==> src/hdl/ssmalu_pkg.sv <==
`timescale 1ns / 1ps
// ============================================================================
// ssmalu_pkg
// Shared types and constants for the sign-magnitude saturating ALU.
// ============================================================================
package ssmalu_pkg;

    localparam int FIELD_WIDTH   = 64;
    localparam int MAG_WIDTH_DEF = 64;
    localparam int OP_WIDTH      = 3;
    localparam int ORD_WIDTH     = 2;

    typedef enum logic [OP_WIDTH-1:0] {
        OP_ADD     = 3'd0,
        OP_SUB     = 3'd1,
        OP_NEGATE  = 3'd2,
        OP_COMPARE = 3'd3,
        OP_CONVERT = 3'd4
    } t_op;

    typedef enum logic [ORD_WIDTH-1:0] {
        ORD_LESS    = 2'd0,
        ORD_EQUAL   = 2'd1,
        ORD_GREATER = 2'd2
    } t_ord;

endpackage

==> src/hdl/ssmalu_if.sv <==
`timescale 1ns / 1ps
// ============================================================================
// ssmalu_if
// Operand and result channels of the sign-magnitude saturating ALU.
// ============================================================================
interface ssmalu_in_if;
    logic                                   valid;
    logic                                   ready;
    logic [ssmalu_pkg::OP_WIDTH-1:0]        operation;
    logic                                   a_neg;
    logic                                   a_inf;
    logic [ssmalu_pkg::FIELD_WIDTH-1:0]     a_mag;
    logic                                   b_neg;
    logic                                   b_inf;
    logic [ssmalu_pkg::FIELD_WIDTH-1:0]     b_mag;

    modport source (output valid, operation, a_neg, a_inf, a_mag, b_neg, b_inf, b_mag,
                    input ready);
    modport sink   (input valid, operation, a_neg, a_inf, a_mag, b_neg, b_inf, b_mag,
                    output ready);
endinterface

interface ssmalu_out_if;
    logic                                   valid;
    logic                                   ready;
    logic                                   r_neg;
    logic                                   r_inf;
    logic [ssmalu_pkg::FIELD_WIDTH-1:0]     r_mag;
    logic [ssmalu_pkg::ORD_WIDTH-1:0]       order;
    logic                                   identical;

    modport source (output valid, r_neg, r_inf, r_mag, order, identical, input ready);
    modport sink   (input valid, r_neg, r_inf, r_mag, order, identical, output ready);
endinterface

==> src/hdl/saturating_sign_magnitude_alu.sv <==
`timescale 1ns / 1ps
// ============================================================================
// saturating_sign_magnitude_alu
// Three-stage pipelined add, subtract, negate, compare and convert on
// sign / infinity / magnitude numbers, with saturation to infinity.
//
// Usage:
//   i_in carries one operation and two operands per beat; o_out carries one
//   result per beat. Both use valid/ready; a beat moves when both are high.
//   Throughput: one beat per cycle, sustained, with o_out.ready held high.
//   An accepted input beat is registered in stage 1, stage 2 and stage 3 in turn, and o_out.valid is stage 3's valid.
//   Stage 1 decodes the operation, conditions the right operand for
//   subtract and negates a negative word for convert; stage 2 runs the magnitude
//   adder and subtractor; stage 3 selects the result into the output register.
//   Each stage holds its beat while the next is full and stalled, so a stall
//   on o_out backs up stage by stage and i_in.ready drops only once all three
//   stages are full. Nothing is lost or repeated.
//   Reset (i_rst_n low, synchronous) empties the pipeline; the block is
//   ready to accept in the first cycle after reset.
//   Only the low MAG_WIDTH bits of the magnitudes are used; r_mag is
//   zero-extended to 64 bits.
// ============================================================================
module saturating_sign_magnitude_alu #(
    parameter int MAG_WIDTH = ssmalu_pkg::MAG_WIDTH_DEF
) (
    input  logic         i_clk,
    input  logic         i_rst_n,
    ssmalu_in_if.sink    i_in,
    ssmalu_out_if.source o_out
);

    localparam int MW = MAG_WIDTH;

    // pipeline control
    logic r_v1, r_v2, r_v3;
    logic w_rdy1, w_rdy2, w_rdy3;

    assign w_rdy3     = !r_v3 || o_out.ready;
    assign w_rdy2     = !r_v2 || w_rdy3;
    assign w_rdy1     = !r_v1 || w_rdy2;
    assign i_in.ready = w_rdy1;

    always_ff @(posedge i_clk) begin
        if (!i_rst_n) begin
            r_v1 <= 1'b0;
            r_v2 <= 1'b0;
            r_v3 <= 1'b0;
        end else begin
            if (w_rdy1) r_v1 <= i_in.valid;
            if (w_rdy2) r_v2 <= r_v1;
            if (w_rdy3) r_v3 <= r_v2;
        end
    end

    // ------------------------------------------------------------------
    // stage 1: decode
    // ------------------------------------------------------------------
    ssmalu_pkg::t_op n_s1_op, r_s1_op;
    logic            n_s1_a_neg, r_s1_a_neg;
    logic            n_s1_a_inf, r_s1_a_inf;
    logic [MW-1:0]   n_s1_a_mag, r_s1_a_mag;
    logic            n_s1_b_neg, r_s1_b_neg;
    logic            r_s1_b_inf;
    logic [MW-1:0]   r_s1_b_mag;
    logic [MW-1:0]   w_word;
    logic [MW-1:0]   w_bmag;

    assign w_word = i_in.a_mag[MW-1:0];
    assign w_bmag = i_in.b_mag[MW-1:0];

    always_comb begin
        n_s1_op    = ssmalu_pkg::t_op'(i_in.operation);
        n_s1_a_neg = i_in.a_neg;
        n_s1_a_inf = i_in.a_inf;
        n_s1_a_mag = w_word;
        n_s1_b_neg = i_in.b_neg;
        unique case (n_s1_op)
            ssmalu_pkg::OP_SUB: begin
                if (!i_in.b_inf && (w_bmag == '0)) n_s1_b_neg = 1'b0;
                else                               n_s1_b_neg = !i_in.b_neg;
            end
            ssmalu_pkg::OP_CONVERT: begin
                n_s1_a_neg = w_word[MW-1];
                n_s1_a_inf = 1'b0;
                n_s1_a_mag = w_word[MW-1] ? MW'(~w_word + MW'(1)) : w_word;
            end
            default: ;
        endcase
    end

    always_ff @(posedge i_clk) begin
        if (w_rdy1 && i_in.valid) begin
            r_s1_op    <= n_s1_op;
            r_s1_a_neg <= n_s1_a_neg;
            r_s1_a_inf <= n_s1_a_inf;
            r_s1_a_mag <= n_s1_a_mag;
            r_s1_b_neg <= n_s1_b_neg;
            r_s1_b_inf <= i_in.b_inf;
            r_s1_b_mag <= w_bmag;
        end
    end

    // ------------------------------------------------------------------
    // stage 2: magnitude add, subtract, equality
    // ------------------------------------------------------------------
    ssmalu_pkg::t_op r_s2_op;
    logic            r_s2_a_neg, r_s2_a_inf, r_s2_b_neg, r_s2_b_inf;
    logic [MW-1:0]   r_s2_a_mag;
    logic [MW:0]     n_s2_sum, r_s2_sum;
    logic [MW:0]     n_s2_diff, r_s2_diff;
    logic            n_s2_eq, r_s2_eq;
    logic            n_s2_same, r_s2_same;

    always_comb begin
        n_s2_sum  = {1'b0, r_s1_a_mag} + {1'b0, r_s1_b_mag};
        n_s2_diff = {1'b0, r_s1_a_mag} - {1'b0, r_s1_b_mag};
        n_s2_eq   = (r_s1_a_mag == r_s1_b_mag);
        n_s2_same = n_s2_eq && (r_s1_a_neg == r_s1_b_neg) && (r_s1_a_inf == r_s1_b_inf);
    end

    always_ff @(posedge i_clk) begin
        if (w_rdy2 && r_v1) begin
            r_s2_op    <= r_s1_op;
            r_s2_a_neg <= r_s1_a_neg;
            r_s2_a_inf <= r_s1_a_inf;
            r_s2_b_neg <= r_s1_b_neg;
            r_s2_b_inf <= r_s1_b_inf;
            r_s2_a_mag <= r_s1_a_mag;
            r_s2_sum   <= n_s2_sum;
            r_s2_diff  <= n_s2_diff;
            r_s2_eq    <= n_s2_eq;
            r_s2_same  <= n_s2_same;
        end
    end

    // ------------------------------------------------------------------
    // stage 3: result select into output register
    // ------------------------------------------------------------------
    logic             n_neg, r_neg;
    logic             n_inf, r_inf;
    logic [MW-1:0]    n_mag, r_mag;
    ssmalu_pkg::t_ord n_ord, r_ord;
    logic             n_ident, r_ident;
    logic             w_borrow;

    assign w_borrow = r_s2_diff[MW];

    always_comb begin
        n_neg   = 1'b0;
        n_inf   = 1'b0;
        n_mag   = '0;
        n_ord   = ssmalu_pkg::ORD_LESS;
        n_ident = 1'b0;
        unique case (r_s2_op)
            ssmalu_pkg::OP_ADD, ssmalu_pkg::OP_SUB: begin
                if (r_s2_a_inf) begin
                    n_neg = r_s2_a_neg;
                    n_inf = 1'b1;
                end else if (r_s2_b_inf) begin
                    n_neg = r_s2_b_neg;
                    n_inf = 1'b1;
                end else if (r_s2_a_neg == r_s2_b_neg) begin
                    n_neg = r_s2_a_neg;
                    if (r_s2_sum[MW]) n_inf = 1'b1;
                    else              n_mag = r_s2_sum[MW-1:0];
                end else if (r_s2_eq) begin
                    n_neg = 1'b0;
                end else if (!w_borrow) begin
                    n_neg = r_s2_a_neg;
                    n_mag = r_s2_diff[MW-1:0];
                end else begin
                    n_neg = r_s2_b_neg;
                    n_mag = MW'(~r_s2_diff[MW-1:0] + MW'(1));
                end
            end
            ssmalu_pkg::OP_NEGATE: begin
                n_neg = r_s2_a_inf ? r_s2_a_neg : !r_s2_a_neg;
                n_inf = r_s2_a_inf;
                n_mag = r_s2_a_inf ? '0 : r_s2_a_mag;
            end
            ssmalu_pkg::OP_COMPARE: begin
                n_ident = r_s2_same;
                priority if (r_s2_a_inf && r_s2_b_inf) begin
                    if (r_s2_a_neg == r_s2_b_neg) n_ord = ssmalu_pkg::ORD_EQUAL;
                    else if (r_s2_a_neg)          n_ord = ssmalu_pkg::ORD_LESS;
                    else                          n_ord = ssmalu_pkg::ORD_GREATER;
                end else if (r_s2_a_inf) begin
                    n_ord = r_s2_a_neg ? ssmalu_pkg::ORD_LESS : ssmalu_pkg::ORD_GREATER;
                end else if (r_s2_b_inf) begin
                    n_ord = r_s2_b_neg ? ssmalu_pkg::ORD_GREATER : ssmalu_pkg::ORD_LESS;
                end else if (r_s2_a_neg != r_s2_b_neg) begin
                    n_ord = r_s2_a_neg ? ssmalu_pkg::ORD_LESS : ssmalu_pkg::ORD_GREATER;
                end else if (r_s2_eq) begin
                    n_ord = ssmalu_pkg::ORD_EQUAL;
                end else if (!r_s2_a_neg) begin
                    n_ord = w_borrow ? ssmalu_pkg::ORD_LESS : ssmalu_pkg::ORD_GREATER;
                end else begin
                    n_ord = w_borrow ? ssmalu_pkg::ORD_GREATER : ssmalu_pkg::ORD_LESS;
                end
            end
            ssmalu_pkg::OP_CONVERT: begin
                n_neg = r_s2_a_neg;
                n_mag = r_s2_a_mag;
            end
            default: ;
        endcase
    end

    always_ff @(posedge i_clk) begin
        if (w_rdy3 && r_v2) begin
            r_neg   <= n_neg;
            r_inf   <= n_inf;
            r_mag   <= n_mag;
            r_ord   <= n_ord;
            r_ident <= n_ident;
        end
    end

    assign o_out.valid     = r_v3;
    assign o_out.r_neg     = r_neg;
    assign o_out.r_inf     = r_inf;
    assign o_out.r_mag     = ssmalu_pkg::FIELD_WIDTH'(r_mag);
    assign o_out.order     = r_ord;
    assign o_out.identical = r_ident;

    // ------------------------------------------------------------------
    // assertions
    // ------------------------------------------------------------------
    a_empty_latency: assert property (@(posedge i_clk) disable iff (!i_rst_n)
        (i_in.valid && i_in.ready && !r_v1 && !r_v2 && !r_v3) |-> ##3 o_out.valid)
        else $error("beat into empty pipeline did not reach output in three cycles");

    a_inf_zero_mag: assert property (@(posedge i_clk) disable iff (!i_rst_n)
        (o_out.valid && o_out.r_inf) |-> (o_out.r_mag == '0))
        else $error("infinite result with nonzero magnitude");

    a_ident_equal: assert property (@(posedge i_clk) disable iff (!i_rst_n)
        (o_out.valid && o_out.identical) |-> (o_out.order == ssmalu_pkg::ORD_EQUAL))
        else $error("identical operands not ordered equal");

    a_order_clean: assert property (@(posedge i_clk) disable iff (!i_rst_n)
        (o_out.valid && (o_out.order != ssmalu_pkg::ORD_LESS))
            |-> (!o_out.r_neg && !o_out.r_inf && (o_out.r_mag == '0)))
        else $error("compare result carries a number");

endmodule
==> src/flat_wrapper.sv <==
// flat-port wrapper written by rule: the top's interface ports become plain ports
module saturating_sign_magnitude_alu_flat 
#(
    parameter int MAG_WIDTH = ssmalu_pkg::MAG_WIDTH_DEF
)
  (i_clk, i_rst_n, i_in_valid, i_in_operation, i_in_a_neg, i_in_a_inf, i_in_a_mag, i_in_b_neg, i_in_b_inf, i_in_b_mag, i_in_ready, o_out_valid, o_out_r_neg, o_out_r_inf, o_out_r_mag, o_out_order, o_out_identical, o_out_ready);
  ssmalu_in_if i_in_i ();
  ssmalu_out_if o_out_i ();
  input  logic i_clk;
  input  logic i_rst_n;
  input wire logic [$bits(i_in_i.valid)-1:0] i_in_valid;
  input wire logic [$bits(i_in_i.operation)-1:0] i_in_operation;
  input wire logic [$bits(i_in_i.a_neg)-1:0] i_in_a_neg;
  input wire logic [$bits(i_in_i.a_inf)-1:0] i_in_a_inf;
  input wire logic [$bits(i_in_i.a_mag)-1:0] i_in_a_mag;
  input wire logic [$bits(i_in_i.b_neg)-1:0] i_in_b_neg;
  input wire logic [$bits(i_in_i.b_inf)-1:0] i_in_b_inf;
  input wire logic [$bits(i_in_i.b_mag)-1:0] i_in_b_mag;
  output wire logic [$bits(i_in_i.ready)-1:0] i_in_ready;
  output wire logic [$bits(o_out_i.valid)-1:0] o_out_valid;
  output wire logic [$bits(o_out_i.r_neg)-1:0] o_out_r_neg;
  output wire logic [$bits(o_out_i.r_inf)-1:0] o_out_r_inf;
  output wire logic [$bits(o_out_i.r_mag)-1:0] o_out_r_mag;
  output wire logic [$bits(o_out_i.order)-1:0] o_out_order;
  output wire logic [$bits(o_out_i.identical)-1:0] o_out_identical;
  input wire logic [$bits(o_out_i.ready)-1:0] o_out_ready;
  assign i_in_i.valid = i_in_valid;
  assign i_in_i.operation = i_in_operation;
  assign i_in_i.a_neg = i_in_a_neg;
  assign i_in_i.a_inf = i_in_a_inf;
  assign i_in_i.a_mag = i_in_a_mag;
  assign i_in_i.b_neg = i_in_b_neg;
  assign i_in_i.b_inf = i_in_b_inf;
  assign i_in_i.b_mag = i_in_b_mag;
  assign i_in_ready = i_in_i.ready;
  assign o_out_valid = o_out_i.valid;
  assign o_out_r_neg = o_out_i.r_neg;
  assign o_out_r_inf = o_out_i.r_inf;
  assign o_out_r_mag = o_out_i.r_mag;
  assign o_out_order = o_out_i.order;
  assign o_out_identical = o_out_i.identical;
  assign o_out_i.ready = o_out_ready;
  saturating_sign_magnitude_alu #(.MAG_WIDTH(MAG_WIDTH)) u_core (.i_clk(i_clk), .i_rst_n(i_rst_n), .i_in(i_in_i), .o_out(o_out_i));
endmodule
==> config.mk <==
export PLATFORM = sky130hd
export DESIGN_NAME = saturating_sign_magnitude_alu_flat
export DESIGN_NICKNAME = d
export VERILOG_FILES = /design/src/hdl/ssmalu_pkg.sv /design/src/hdl/ssmalu_if.sv /design/src/hdl/saturating_sign_magnitude_alu.sv /design/src/flat_wrapper.sv
export SDC_FILE = /design/constraint.sdc
export NUM_CORES = 1
export LEC_CHECK = 0
export BUFFER_PORTS_ARGS = -buffer_cell sky130_fd_sc_hd__buf_2
export CORE_UTILIZATION = 55
export CTS_CLUSTER_SIZE = 25
export DETAILED_ROUTE_END_ITERATION = 8
export GPL_TIMING_DRIVEN = 0
export PLACE_DENSITY = 0.85
export SETUP_SLACK_MARGIN = 0.02
export SLEW_MARGIN = 10
export SYNTH_ARGS = -nofsm -noshare
export SYNTH_HDL_FRONTEND = slang
export SYNTH_SLANG_ARGS = --single-unit
==> constraint.sdc <==
create_clock -name i_clk -period 18.34 [get_ports i_clk]
set_input_delay 3.668 -clock i_clk [delete_from_list [all_inputs] [get_ports i_clk]]
set_output_delay 3.668 -clock i_clk [all_outputs]
set_load 0.02 [all_outputs]
==> impl_metrics.toml <==
[run_status]
status = "finished clean"

[routing]
drc_errors = 0
drtIter0Drc = 2431
routedWlPerCell_um = 23.82
firstDrtPassIters = 6
viasPerCell = 6.184
ant_nets = 0
wirelength_mm = 75.24
via_count = 19530

[clocking]
numCtsBuffers = 42
cts_resized = 0
clock_path_buffers = 3
htreeDepth = 2
cts_tree = "done"
clkLatencyLatePin_ns = 0.58
cts_setup_buffers = 0
cts_hold_buffers = 0
clk_pin_slew_ns = 0.06
cts_sinks = 409
cts_root_buf = "clkbuf_16"

[floorplanning]
ios = 210
die_h_um = 210.8
die_x_um = 210.8
die-area_mm2 = 0.04444
placementRows = 76
core_area_mm2 = 0.04308
start_util_pct = 55.67

[synthesis]
synth.top_cell.area_share_pct = 50.84
synth_top_family_by_area = "compound AO/OA/AOI/OAI gates"
ys_types = 70
synthSimpleGateAreaFrac_pct = 11.94
yosysMostFrequentCell = "edfxtp_1"
ys.flop_type = "edfxtp_1"
avgSynthCellArea_um2 = 10.54
synthTopCellsByCount = "406 x edfxtp_1, 176 x nor2_1, 173 x a21oi_1"
synth_compound_area_share_pct = 17.17
ys.warnings.count = 0
synthAdderAreaFrac_pct = 7.002
synth_area_leaders = "edfxtp_1 51%, ha_1 6.8%, xnor2_1 5.0%, xor2_1 4.0%, a21oi_1 3.6%"
synth_edf_count = 406
synthMuxAreaShare_pct = 0.04174
syn_nets = 2547
syn_inst = 2275
yosysTopAreaCell = "edfxtp_1"
synth_xor_area_share_pct = 8.948
yosysSeqAreaShare_pct = 51.09
synth_seq_cells = 409
async_flop_share_pct = 0
syn-cell-area_mm2 = 0.02398

[critical_path]
critPathMostFrequentCell = "buf_2"
critPathKind = "input pin to primary output"
crit_buf_inv = 2
cp-end-kind = "primary output"
cp_data_required_time_ns = 14.67
max_stage_delay_ns = 0.60
critical-path-slowest-cell = "nor2b_1"
crit_fanout = 6
crit_chain = "buf_2 -> nor2b_1 -> nand3_1 -> buf_2"
critPathArrivalTime_ns = 4.77
cp-start-kind = "input pin"
crit_family = "simple AND/OR/NAND/NOR gates"

[grt]
grt_pass1_vias = 18162
grtUsageTotal_pct = 33.78
grt-ovfl-total = 0
grt_first_pass_wirelength_mm = 110.8
grt_max_degree = 32
antenna_found_initial = 1

[finish]
syn_to_final_growth_pct = 14.78
fin_cells = 3158
drive_gt1_share_pct = 11.93
layout.nets = 2813
antennaDiodeCount = 0

[sta]
fin_skew_ns = 0.01718
final.period_utilization_pct = 46.00
finalCriticalPeriod_ns = 8.436
rsz0062_at_grt = "false"
finalHoldViolations = 0
setup_slack_ns = 9.904
finalMaxSlewViolations = 0
setup_violations = 0
max_slew_margin_pct = 23.91
worst_pin_slew_ns = 1.113
fmax_mhz = 118.5
setup_tns_ns = 0

[worst_hold_path]
hold_class = "flip-flop to flip-flop"

[power_and_ir_drop]
pwr_density_cell_mw_per_mm2 = 101.3
combPwrFrac_pct = 24.6
sequentialPowerShare_pct = 43.8
p_int_mw = 1.906
switching_power_mw = 0.8824
power_frac_clock_pct = 31.6
switching_share_pct = 31.65
vdd.ir_drop.worst_mv = 0.07710
power.total_mw = 2.788
power.leakage_nw = 10.34

[placed_design]
io_buffers = 208
hpwl_mm = 60.84
placed_cells = 3082
gp_congestion = 0.9775
dp_slack_ns = 9.918

[job]
drv_cap = 0
==> placed cells by master (no fill, tap or decap), types with 36 or more instances in the layout <==
| cell | netlist | final |
|---|---|---|
| o21ai_0 | 147 | 147 |
| a21oi_1 | 173 | 173 |
| nand2_1 | 152 | 152 |
| nor2_1 | 176 | 176 |
| xnor2_1 | 136 | 136 |
| ha_1 | 131 | 131 |
| nor3_1 | 63 | 63 |
| buf_2 | 0 | 208 |
| clkbuf_1 | 91 | 103 |
| clkbuf_16 | 0 | 43 |
| inv_1 | 144 | 144 |
| o21bai_1 | 36 | 36 |
| xor2_1 | 109 | 109 |
| nor4_1 | 44 | 44 |
| o31ai_1 | 39 | 39 |
| edfxtp_1 | 406 | 406 |
==> worst register-to-register path, stage by stage (launching register included) <==
cell and delay [ns]:
edfxtp_1 0.54, ha_1 0.33, clkbuf_1 0.23, nor3_1 0.23, o21ai_0 0.22, a2111oi_0 0.94
nor3_1 0.37, o41ai_1 0.52, nand3_1 0.17, a31oi_1 0.50, a41oi_1 0.37, o21ai_1 0.57
a21boi_0 0.22, xnor2_1 0.36
==> cell type report <==
| class | count | area [µm²] |
|---|---|---|
| Fill cell | 3407 | 15550 |
| Multi-Input combinational cell | 1623 | 10860 |
| Buffer | 98 | 367.9 |
| Clock inverter | 19 | 280.3 |
| Sequential cell | 409 | 12250 |
| Timing Repair Buffer | 222 | 1344 |
| Clock buffer | 57 | 1149 |
| Tap cell | 585 | 732.0 |
| Inverter | 145 | 544.3 |
==> path summary, 6_finish.rpt <==
check | from | end | slack, ns | cells past startpoint
min reg2reg | u_core.r_s1_op[1] | u_core.r_s2_op[1] | 0.42 | 0
max | o_out_ready | i_in_ready | 9.90 | 4
min | u_core.r_s1_op[1] | u_core.r_s2_op[1] | 0.42 | 0
max reg2reg | u_core.r_s1_a_mag[4] | u_core.r_s2_sum[53] | 12.54 | 13
==> state kept, by name (all words and copies together) (netlist names), 2 cells and up <==
register / count
u_core.o_out.order: 2
u_core.o_out.r_mag: 64
u_core.r_s1_a_mag: 64
u_core.r_s1_b_mag: 64
u_core.r_s1_op: 3
u_core.r_s2_a_mag: 64
u_core.r_s2_diff: 65
u_core.r_s2_op: 3
u_core.r_s2_sum: 64
==> stage by stage <==
stage | utilization [%] | area (µm²) | hold WS (ns)
2_1_floorplan | - | 23980 | 0.4003
3_3_place_gp | 59.79 | 25750 | 0.4054
3_5_place_dp | 60.58 | 26100 | 0.4140
4_1_cts | 63.90 | 27520 | 0.4249
5_1_grt | 63.90 | 27520 | 0.4262
6_report | 63.90 | 27520 | 0.4215
==> metal layers <==
layer / vias up / track usage, % / share of wire, %
li1: 8952 / - / -
met1: 9272 / 54.70 / 47
met2: 1202 / 44.40 / 39
met3: 102 / 8.341 / 13
met4: 2 / 8.071 / 2.0
met5: - / 0 / 0.017
==> cells by family after synthesis <==
kind of cell	after synthesis
AOI/OAI and AO/OA	647
DFF	409
adders and majority gates	133
buffers and inverters	243
xor gates and xnor gates	245
and+or+nand+nor	597
muxes	1
==> power by group through the flow <==
stage	registers, mW	clock network [mW]	logic [mW]
after floorplan	1.22	0	0.431
after global placement	1.25	0	0.640
after detailed placement	1.24	0	0.657
after CTS	1.22	0.887	0.661
after global routing	1.23	0.925	0.733
final	1.22	0.881	0.685
(Power assumes the default switching activity.)
